File: src/sv/hrl_pkg.sv
// Shared types and constants for the hex record loader.
`default_nettype none

package hrl_pkg;

	localparam logic [7:0] CHAR_COLON = 8'd58;
	localparam logic [7:0] CHAR_LF    = 8'd10;
	localparam logic [7:0] CHAR_CR    = 8'd13;

	localparam logic [7:0] REC_TYPE_DATA = 8'h00;
	localparam logic [7:0] REC_TYPE_EXT  = 8'h04;

	typedef enum logic [2:0] {
		KIND_WRITE     = 3'd0,
		KIND_OK        = 3'd1,
		KIND_SUM_BAD   = 3'd2,
		KIND_DIGIT_BAD = 3'd3,
		KIND_TRUNC     = 3'd4
	} kind_t;

	typedef struct packed {
		logic [7:0] character;
		logic       last_char;
	} in_item_t;

	typedef struct packed {
		kind_t       kind;
		logic [15:0] address;
		logic [7:0]  wr_byte;
		logic [15:0] entry_point;
	} out_item_t;

endpackage

`default_nettype wire

File: src/sv/hrl_parser.sv
// Record parser: decoder state and the per-character update.
`default_nettype none

module hrl_parser
	import hrl_pkg::*;
(
	input  wire logic      clk,
	input  wire logic      arst_n,
	input  wire logic      step,
	input  wire in_item_t  item,
	input  wire logic      type4_as_data,
	output logic           res_valid,
	output out_item_t      res
);

	typedef enum logic [2:0] {
		IDX_COUNT  = 3'd0,
		IDX_ADDR_H = 3'd1,
		IDX_ADDR_L = 3'd2,
		IDX_TYPE   = 3'd3,
		IDX_DATA   = 3'd4,
		IDX_SUM    = 3'd5
	} byte_idx_t;

	logic        phase_q, phase_d;
	logic        nibble_pending_q, nibble_pending_d;
	logic [3:0]  high_nibble_q, high_nibble_d;
	byte_idx_t   byte_index_q, byte_index_d;
	logic [7:0]  data_count_q, data_count_d;
	logic [15:0] record_address_q, record_address_d;
	logic [7:0]  record_type_q, record_type_d;
	logic [7:0]  byte_offset_q, byte_offset_d;
	logic [7:0]  running_sum_q, running_sum_d;
	logic        digit_error_q, digit_error_d;
	logic [15:0] entry_address_q, entry_address_d;
	logic        entry_seen_q, entry_seen_d;

	logic [3:0]  nib;
	logic        nib_bad;
	logic [7:0]  byte_val;
	logic [7:0]  sum_next;
	logic [7:0]  offset_inc;
	logic        write_en;

	// ASCII hex digit decode; anything else is flagged and reads as zero
	always_comb begin
		nib     = 4'd0;
		nib_bad = 1'b0;
		if (item.character >= 8'd48 && item.character <= 8'd57) begin
			nib = 4'(item.character - 8'd48);
		end else if (item.character >= 8'd65 && item.character <= 8'd70) begin
			nib = 4'(item.character - 8'd55);
		end else if (item.character >= 8'd97 && item.character <= 8'd102) begin
			nib = 4'(item.character - 8'd87);
		end else begin
			nib_bad = 1'b1;
		end
	end

	assign byte_val   = {high_nibble_q, nib};
	assign sum_next   = running_sum_q + byte_val;
	assign offset_inc = byte_offset_q + 8'd1;
	assign write_en   = (record_type_q == REC_TYPE_DATA) ||
	                    ((record_type_q == REC_TYPE_EXT) && type4_as_data);

	always_comb begin
		phase_d          = phase_q;
		nibble_pending_d = nibble_pending_q;
		high_nibble_d    = high_nibble_q;
		byte_index_d     = byte_index_q;
		data_count_d     = data_count_q;
		record_address_d = record_address_q;
		record_type_d    = record_type_q;
		byte_offset_d    = byte_offset_q;
		running_sum_d    = running_sum_q;
		digit_error_d    = digit_error_q;
		entry_address_d  = entry_address_q;
		entry_seen_d     = entry_seen_q;
		res_valid        = 1'b0;
		res.kind         = KIND_WRITE;
		res.address      = record_address_q;
		res.wr_byte      = 8'd0;

		if (item.character == CHAR_LF || item.character == CHAR_CR) begin
			// line ends are dropped everywhere
		end else if (!phase_q) begin
			if (item.character == CHAR_COLON) begin
				phase_d          = 1'b1;
				nibble_pending_d = 1'b0;
				high_nibble_d    = 4'd0;
				byte_index_d     = IDX_COUNT;
				data_count_d     = 8'd0;
				record_address_d = 16'd0;
				record_type_d    = 8'd0;
				byte_offset_d    = 8'd0;
				running_sum_d    = 8'd0;
				digit_error_d    = 1'b0;
			end
		end else begin
			if (nib_bad) begin
				digit_error_d = 1'b1;
			end
			if (!nibble_pending_q) begin
				high_nibble_d    = nib;
				nibble_pending_d = 1'b1;
			end else begin
				nibble_pending_d = 1'b0;
				case (byte_index_q)
					IDX_COUNT: begin
						data_count_d  = byte_val;
						running_sum_d = sum_next;
						byte_index_d  = IDX_ADDR_H;
					end
					IDX_ADDR_H: begin
						record_address_d = {byte_val, 8'd0};
						running_sum_d    = sum_next;
						byte_index_d     = IDX_ADDR_L;
					end
					IDX_ADDR_L: begin
						record_address_d = {record_address_q[15:8], byte_val};
						running_sum_d    = sum_next;
						if (!entry_seen_q) begin
							entry_address_d = {record_address_q[15:8], byte_val};
							entry_seen_d    = 1'b1;
						end
						byte_index_d = IDX_TYPE;
					end
					IDX_TYPE: begin
						record_type_d = byte_val;
						running_sum_d = sum_next;
						byte_offset_d = 8'd0;
						byte_index_d  = (data_count_q != 8'd0) ? IDX_DATA : IDX_SUM;
					end
					IDX_DATA: begin
						running_sum_d = sum_next;
						if (write_en) begin
							res_valid   = 1'b1;
							res.kind    = KIND_WRITE;
							res.address = record_address_q + {8'd0, byte_offset_q};
							res.wr_byte = byte_val;
						end
						byte_offset_d = offset_inc;
						if (offset_inc == data_count_q) begin
							byte_index_d = IDX_SUM;
						end
					end
					default: begin
						res_valid   = 1'b1;
						res.address = record_address_q;
						if (digit_error_d) begin
							res.kind = KIND_DIGIT_BAD;
						end else if (sum_next == 8'd0) begin
							res.kind = KIND_OK;
						end else begin
							res.kind = KIND_SUM_BAD;
						end
						phase_d = 1'b0;
					end
				endcase
			end
		end

		// image ended inside a record: report it, any pending write is lost
		if (item.last_char && phase_d) begin
			res_valid   = 1'b1;
			res.kind    = KIND_TRUNC;
			res.address = record_address_d;
			res.wr_byte = 8'd0;
			phase_d     = 1'b0;
		end

		res.entry_point = entry_address_d;
	end

	always_ff @(posedge clk or negedge arst_n) begin
		if (!arst_n) begin
			phase_q          <= 1'b0;
			nibble_pending_q <= 1'b0;
			high_nibble_q    <= 4'd0;
			byte_index_q     <= IDX_COUNT;
			data_count_q     <= 8'd0;
			record_address_q <= 16'd0;
			record_type_q    <= 8'd0;
			byte_offset_q    <= 8'd0;
			running_sum_q    <= 8'd0;
			digit_error_q    <= 1'b0;
			entry_address_q  <= 16'd0;
			entry_seen_q     <= 1'b0;
		end else if (step) begin
			phase_q          <= phase_d;
			nibble_pending_q <= nibble_pending_d;
			high_nibble_q    <= high_nibble_d;
			byte_index_q     <= byte_index_d;
			data_count_q     <= data_count_d;
			record_address_q <= record_address_d;
			record_type_q    <= record_type_d;
			byte_offset_q    <= byte_offset_d;
			running_sum_q    <= running_sum_d;
			digit_error_q    <= digit_error_d;
			entry_address_q  <= entry_address_d;
			entry_seen_q     <= entry_seen_d;
		end
	end

	// a record-end result always leaves the parser outside a record
	a_close_exits: assert property (@(posedge clk) disable iff (!arst_n)
		step && res_valid && res.kind != KIND_WRITE |=> !phase_q)
		else $error("record closed but parser still inside record");

	// writes come only from data bytes
	a_write_in_data: assert property (@(posedge clk) disable iff (!arst_n)
		step && res_valid && res.kind == KIND_WRITE |-> byte_index_q == IDX_DATA && phase_q)
		else $error("write issued outside data field");

	// entry point is latched once and never moves afterwards
	a_entry_sticky: assert property (@(posedge clk) disable iff (!arst_n)
		entry_seen_q |=> entry_seen_q && $stable(entry_address_q))
		else $error("entry point changed after first record");

endmodule

`default_nettype wire

File: src/sv/hex_record_loader.sv
// Top level of the hex record loader: input register, parser, result register.
`default_nettype none

// Hex image loader. Feed the image one ASCII character per input transfer,
// with last_char set on the final one. Each character is taken into an input
// register and run through the record parser, and any result (memory write,
// record status or truncation report) lands in an output register. One
// character is accepted every cycle while the result side keeps up; the
// single parser state update per character sets this rate. The configuration
// channel writes type4_as_data (reset 1); it is always ready and should only
// be written while no characters are in flight.
module hex_record_loader
	import hrl_pkg::*;
(
	input  wire logic      clk,
	input  wire logic      arst_n,
	input  wire logic      in_valid,
	output logic           in_ready,
	input  wire in_item_t  in_data,
	output logic           out_valid,
	input  wire logic      out_ready,
	output out_item_t      out_data,
	input  wire logic      cfg_valid,
	output logic           cfg_ready,
	input  wire logic      cfg_data
);

	logic      valid_s1;
	in_item_t  item_s1;
	logic      advance;
	logic      res_valid;
	out_item_t res;
	logic      out_valid_q;
	out_item_t out_data_q;
	logic      type4_as_data_q;

	// the parser steps when the output register is free or being drained
	assign advance  = valid_s1 && (!out_valid_q || out_ready);
	assign in_ready = !valid_s1 || advance;

	assign cfg_ready = 1'b1;

	always_ff @(posedge clk or negedge arst_n) begin
		if (!arst_n) begin
			type4_as_data_q <= 1'b1;
		end else if (cfg_valid && cfg_ready) begin
			type4_as_data_q <= cfg_data;
		end
	end

	// input stage
	always_ff @(posedge clk or negedge arst_n) begin
		if (!arst_n) begin
			valid_s1 <= 1'b0;
		end else if (in_valid && in_ready) begin
			valid_s1 <= 1'b1;
		end else if (advance) begin
			valid_s1 <= 1'b0;
		end
	end

	always_ff @(posedge clk) begin
		if (in_valid && in_ready) begin
			item_s1 <= in_data;
		end
	end

	hrl_parser u_parser (
		.clk           (clk),
		.arst_n        (arst_n),
		.step          (advance),
		.item          (item_s1),
		.type4_as_data (type4_as_data_q),
		.res_valid     (res_valid),
		.res           (res)
	);

	// result register; characters without a result just empty it
	always_ff @(posedge clk or negedge arst_n) begin
		if (!arst_n) begin
			out_valid_q <= 1'b0;
		end else if (advance) begin
			out_valid_q <= res_valid;
		end else if (out_ready) begin
			out_valid_q <= 1'b0;
		end
	end

	always_ff @(posedge clk) begin
		if (advance && res_valid) begin
			out_data_q <= res;
		end
	end

	assign out_valid = out_valid_q;
	assign out_data  = out_data_q;

endmodule

`default_nettype wire
File: config.mk
export PLATFORM = sky130hd
export DESIGN_NAME = hex_record_loader
export DESIGN_NICKNAME = d
export VERILOG_FILES = /design/src/sv/hrl_pkg.sv /design/src/sv/hrl_parser.sv /design/src/sv/hex_record_loader.sv
export SDC_FILE = /design/constraint.sdc
export NUM_CORES = 1
export LEC_CHECK = 0
export BUFFER_PORTS_ARGS = -buffer_cell sky130_fd_sc_hd__clkbuf_2
export CORE_MARGIN = 2
export CORE_UTILIZATION = 60
export DETAILED_ROUTE_END_ITERATION = 10
export PLACE_DENSITY_LB_ADDON = 0.08
export SLEW_MARGIN = 25
export SYNTH_ARGS = -nofsm -noshare
export SYNTH_HDL_FRONTEND = slang
export SYNTH_SLANG_ARGS = --single-unit
File: constraint.sdc
create_clock -name clk -period 6 [get_ports clk]
set_clock_uncertainty 0.1 [all_clocks]
set_input_delay 0.9 -clock clk [delete_from_list [all_inputs] [get_ports clk]]
set_output_delay 0.9 -clock clk [all_outputs]
set_load 0.02 [all_outputs]
## Yosys cells after proc, flatten, opt, wreduce, memory -nomap -nowiden

Cells that the tools add are included.

- Bits in read-only memories: 0
- Logic and storage cells: 159
- Input port bits: 15
- Register bits after elaboration: 130
- Memories: 0
- Bits in latches: 0
- Output and inout bits: 46
- Memory bits (writable): 0

- Shift operators: 0
- Multiply operators: 0
- Muxes and demuxes: 70
- Bitwise gates (word level): 5
- Equality and inequality tests: 17
- $add $sub $neg: 6
- Reduce and logical (&&, ||, !) cells: 33
- Div/mod/pow operators: 0
- $lt $le $gt $ge: 6

Operators by type and width:

| cell | number |
|---|---|
| $mux W16 | 9 |
| $mux W8 | 13 |
| $mux W27 | 3 |
| $mux W24 | 2 |
| $pmux W18 S2 | 1 |
| $pmux W16 S2 | 1 |
| $mux W1 | 26 |
| $reduce_and A5 Y1 | 5 |
| $mux W4 | 6 |
| $add A16 B8 Y16 | 1 |
| $eq A8 B4 Y1 const B | 2 |
| $ge A8 B7 Y1 const B | 2 |
| $le A8 B7 Y1 const B | 2 |
| $logic_not A8 Y1 | 2 |
| $pmux W8 S2 | 1 |
| $pmux W3 S5 | 1 |
| $mux W3 | 4 |
| $ne A2 B2 Y1 const B | 5 |
| $add A8 B1 Y8 const B | 1 |
| $add A8 B8 Y8 | 1 |
| $eq A8 B3 Y1 const B | 1 |
| $eq A8 B6 Y1 const B | 1 |
| $eq A8 B8 Y1 | 1 |
| $ge A8 B6 Y1 const B | 1 |
| other kinds (23) | 45 |

## Depth between registers and ports, before layout

- Depth in word-level cells: 14
- Depth in mapped cells: 15
- Mapped depth without buffers: 15

## Cells and area by module

Synthesis repeated with hierarchy kept, for this count alone.

- Cell total of the unflattened synthesis: 666
- Area total of the unflattened synthesis: 7,188.1 µm²

Modules (own cells, without submodules):

| module | cells an instance | instances | area an instance (µm²) |
|---|---|---|---|
| hrl_parser | 600 | 1 | 5,466.5 |
| hex_record_loader | 66 | 1 | 1,721.7 |

## Least setup slack after synthesis

OpenSTA, ideal clock, no wires.

- Path type: reg-to-reg
- Start point: reg item_s1[1] (netlist name)
- End point: reg out_data_q (netlist bit out_data[0]), enable pin
- Stages on the path, launching flop included: 7
- Arrival: 3.738 ns
- Period minus slack after synthesis: 4.309 ns
- Path slack: 1.691 ns
- Buffers on the path: 0
- Path through: edfxtp_1 -> inv_1 -> ha_1 -> and4b_1 -> a21o_1 -> nand2_1 -> a31oi_1

- Cells in the longest elaborated chain, start to end: 7

Ends and longest elaborated chain:

| item | line | RTL |
|---|---|---|
| start, declared | hex_record_loader.sv:29 | `in_item_t item_s1;` |
| start signal, assigned | hex_record_loader.sv:64 | `item_s1 <= in_data;` |
| $eq A8 B6 Y1 | hrl_parser.sv:87 | `if (item.character == CHAR_COLON) begin` |
| $mux W1 | hrl_parser.sv:87 |  |
| $mux W1 | hrl_parser.sv:86 | `end else if (!phase_q) begin` |
| $mux W1 | hrl_parser.sv:84 | `if (item.character == CHAR_LF \|\| item.character == CHAR_CR) begin` |
| $logic_and A1 B1 Y1 | hrl_parser.sv:164 | `if (item.last_char && phase_d) begin` |
| $mux W1 (*) | hrl_parser.sv:164 |  |
| $logic_and A1 B1 Y1 (*) | hex_record_loader.sv:90 | `if (advance && res_valid) begin` |
| end signal, assigned | hex_record_loader.sv:91 | `out_data_q <= res;` |
| end, declared | hex_record_loader.sv:34 | `out_item_t out_data_q;` |

Every way passes the cells marked *; elsewhere a longest branch is shown, timed or not.
A chain may end at the register's enable or synchronous reset.

## Final worst setup path

- Start point: reg item_s1[1] (netlist name)
- End point: reg out_data_q (netlist bit out_data[40]) (data pin)

- Cells in the longest elaborated chain, start to end: 10

Ends and longest elaborated chain:

| item | line | RTL |
|---|---|---|
| $ge A8 B7 Y1 / $le A8 B7 Y1 (equally long branches) | hrl_parser.sv:53 | `end else if (item.character >= 8'd97 && item.character <= 8'd102) begin` |
| $logic_and A1 B1 Y1 | hrl_parser.sv:53 |  |
| $mux W4 | hrl_parser.sv:53 |  |
| $mux W4 | hrl_parser.sv:51 | `end else if (item.character >= 8'd65 && item.character <= 8'd70) begin` |
| $mux W4 (*) | hrl_parser.sv:49 | `if (item.character >= 8'd48 && item.character <= 8'd57) begin` |
| named net u_parser.nib[0] | hrl_parser.sv:38 | `logic [3:0] nib;` |
| $add A8 B8 Y8 (*) | hrl_parser.sv:61 | `assign sum_next = running_sum_q + byte_val;` |
| $logic_not A8 Y1 (*) | hrl_parser.sv:152 | `end else if (sum_next == 8'd0) begin` |
| $mux W2 (*) | hrl_parser.sv:152 |  |
| $mux W2 (*) | hrl_parser.sv:150 | `if (digit_error_d) begin` |
| $pmux W18 S2 (*) | hrl_parser.sv:108 | `case (byte_index_q)` |

Mark *: on every way through the listed nets, which the timed path passes. The rest lies on a longest branch. The select of a mux whose other input is x is not followed.

==> flow_metrics.py <==
metrics = {
    "sta": {
        "final_hold_viol_count": 0,
        "final_max_slew_viol_count": 0,
        "final.setup.tns_ps": 0,
        "setup_viol": 0,
        "relSlewSlack": 0.266,
        "rsz0062_at_grt": "false",
        "layout_min_cycle_time_ps": 4230,
        "worst_pin_slew_ps": 1090,
        "post-route-period-util": 0.706,
        "max_freq_ghz": 0.236,
    },
    "logic_synthesis": {
        "synth_edf_count": 52,
        "synth-seq-cells": 130,
        "syn_area_mm2": 0.00691,
        "ys.flop_type": "dfrtp_1",
        "synth_top_cell_by_area": "dfrtp_1",
        "synth_cell_type_count": 81,
        "yosys_warnings": 0,
        "synthTopCellsByArea": "dfrtp_1 28%, edfxtp_1 23%, nand2_1 6.1%",
        "syn_area_per_cell_um2": 10.1,
        "synthArstFlopShare": 0.600,
        "synth_fp_nets": 719,
        "synth_top_area_share": 0.279,
        "seq_area_frac_synth": 0.509,
        "synthCells": 682,
    },
    "clock_tree": {
        "path_clk_slew_ps": 60,
        "cts-buffers-inserted": 17,
        "htree_num_levels": 4,
        "clk_latency_ps": 430,
        "clockBufferDepth": 2,
        "cts_setup_buffers": 0,
        "cts.sinks": 130,
        "cts_resized": 0,
        "root_buffer": "clkbuf_16",
        "cts_tree": "yes",
        "hold_buffers": 0,
    },
    "placement": {
        "portBuffers": 59,
        "dpl.hpwl_um": 11900,
        "gp_congestion": 0.975,
        "dp.cells": 854,
    },
    "detailed_routing": {
        "routed_via_density": 6.23,
        "route.met3.wl_um": 1370,
        "routedWlPerCell_um": 19.3,
        "topRoutingLayerUsed": "met4",
        "drt_first_iter_violations": 593,
        "wl_met2_um": 8110,
        "firstDrtPassIters": 5,
        "vias": 5512,
        "drt-total-wl_um": 17100,
        "drtAntennaViolNets": 0,
        "drt-met1-wl_um": 7220,
        "drc": 0,
    },
    "die": {
        "die_h_um": 111,
        "core_area_mm2": 0.0113,
        "start_util": 0.610,
        "die_w_um": 111,
        "io_pins": 61,
        "dieArea_mm2": 0.0124,
        "rows": 39,
    },
    "hold_path": {
        "hp-class": "reg2reg",
    },
    "layout": {
        "antenna_cells": 0,
        "finalNetCount": 767,
        "finalNonFillerCells": 885,
        "final_common_cell": "nand2_1",
        "final_cell_mix": "112 x nand2_1, 77 x dfrtp_1, 64 x o21ai_0",
        "area_growth_pct": 14.0,
        "fillCellCount": 853,
        "layout-drive-gt1-share": 0.170,
    },
    "grt": {
        "grt_pass1_wl_um": 27800,
        "antenna_found_initial": 0,
        "grt_pass1_vias": 5300,
        "grt_start_max_net_pins": 79,
        "grt_usage": 0.288,
        "overflow": 0,
    },
    "setup_path": {
        "crit_path_max_incr_delay_ps": 730,
        "crit_required_ps": 6070,
        "worst_setup_path_end_kind": "register",
        "critical_path_peak_fanout": 8,
        "path_cells": "inv_1 -> ha_1 -> nor3b_1 -> nor3_1 -> a21oi_1 -> inv_1 -> ha_1 -> a211oi_1 -> o21bai_1 -> a21oi_1 -> xnor2_1 -> nor3_1 -> o311a_1",
        "crit_path_start_kind": "register",
        "cp.arrival_ps": 4310,
        "slowest_stage": "a21oi_1",
        "critPathKind": "reg2reg",
    },
    "status": {
        "status": "finished clean",
    },
    "power_and_ir_drop": {
        "pwr-share-comb": 0.034,
        "seq_power_share": 0.456,
        "power_density_mw_per_mm2": 263,
        "power_frac_clock": 0.509,
        "power_switching_uw": 433,
        "ir_worst_vdd_mv": 0.208,
        "swShare": 0.209,
        "p_leak_uw": 0.00331,
        "p_int_uw": 1640,
    },
    "run": {
        "cap_violations": 0,
    },
}
[state kept, by name, summed over array words and instances, names as in the netlist]
register	cells
u_parser.byte_index_q	3
u_parser.entry_address_q	16
u_parser.entry_seen_q	1
item_s1	9
out_data	43
u_parser.byte_offset_q	8
valid_s1	1
u_parser.high_nibble_q	4
out_valid	1
u_parser.record_type_q	8
u_parser.data_count_q	8
u_parser.nibble_pending_q	1
u_parser.record_address_q	16
u_parser.digit_error_q	1
type4_as_data_q	1
u_parser.phase_q	1
u_parser.running_sum_q	8
[cell usage after synthesis, types with 4 or more instances]
cell type and n:
or3_1 4, a22o_1 13, nor2b_1 7, nand3_1 20, nand2_1 112, inv_1 19, nor3_1 10, mux2i_1 5
nor3b_1 5, a31oi_1 5, clkbuf_1 17, edfxtp_1 52, o211a_1 4, ha_1 20, a211oi_1 8, o21ai_0 64
o31ai_1 4, a21oi_1 36, nand4_1 8, dfrtp_1 77, and3_1 6, nor2_1 37, buf_2 10, mux2_2 16
or2_2 4, a21o_1 4, and2_1 8, xnor2_1 10, o211ai_1 7, nand2b_1 9, nor4_1 6, o21a_1 7
xor2_1 8
[layout make-up]
class	instances	area, um^2	share of cell area
multi-input cells	499	3180	0.404
flip-flops and latches	130	3510	0.446
clock inverters	9	131	0.0167
repair buffers	61	317	0.0402
inverters	21	80.1	0.0102
well taps	143	179	0.0227
clock buffers	22	474	0.0602
[per-layer routing]
layer / global-route usage / vias up
met4: 0.119 / 0
met1: 0.398 / 2642
li1: - / 2573
met5: 0 / -
met2: 0.448 / 257
met3: 0.0601 / 40
[power groups by stage]
stage | sequential (uW) | combinational [uW] | clock [uW]
2_1_floorplan | 957 | 45.2 | 0
3_3_place_gp | 960 | 67.8 | 0
3_5_place_dp | 961 | 70.5 | 0
4_1_cts | 944 | 70.5 | 1060
5_1_grt | 945 | 78.8 | 1100
6_report | 945 | 70.7 | 1050
[cell families (layout without fill, tap and decap cells)]
family          count (synthesis)  in the layout  share of synthesized area
compound gates                185            185                      0.178
xor+xnor                       18             18                     0.0228
fa+ha+maj                      22             22                     0.0420
buf+inv                        53            113                     0.0340
flops                         130            130                      0.509
mux                            22             22                     0.0366
other cells                     1              1                   0.000543
simple gates                  251            251                      0.178
[through the flow]
| stage | hold slack [ps] | power [uW] | setup WS [ps] | util | instance area (um^2) |
|---|---|---|---|---|---|
| 4_1_cts | 383 | 2080 | 1870 | 0.696 | 7880 |
| 2_1_floorplan | 342 | 1000 | 1690 | - | 6910 |
| 3_3_place_gp | 355 | 1030 | 2180 | 0.642 | 7270 |
| 3_5_place_dp | 360 | 1030 | 1930 | 0.642 | 7270 |
| 5_1_grt | 405 | 2130 | 1580 | 0.696 | 7880 |
| 6_report | 379 | 2070 | 1770 | 0.696 | 7880 |
[final timing paths]
| kind | startpoint | to | slack [ps] | depth (start not counted) |
|---|---|---|---|---|
| max | item_s1[1] | out_data[40] | 1770 | 13 |
| min | u_parser.entry_address_q[13] | u_parser.entry_address_q[13] | 380 | 2 |
| max reg2reg | item_s1[1] | out_data[40] | 1770 | 13 |
| min reg2reg | u_parser.entry_address_q[13] | u_parser.entry_address_q[13] | 380 | 2 |
| max in group asynchronous | arst_n | u_parser.entry_address_q[4] | 4900 | 1 |
| min in group asynchronous | arst_n | u_parser.record_type_q[5] | 400 | 1 |
[critical path: cells and delay by family, from the launching register on]
family / cells / cell delay, ps
and+or+nand+nor: 3 / 610
AOI/OAI and AO/OA: 5 / 1890
adders and majority gates: 2 / 470
xor gates and xnor gates: 1 / 180
buffers and inverters: 2 / 270
DFF: 1 / 470
Note: power is estimated with default switching activity, not from simulation.
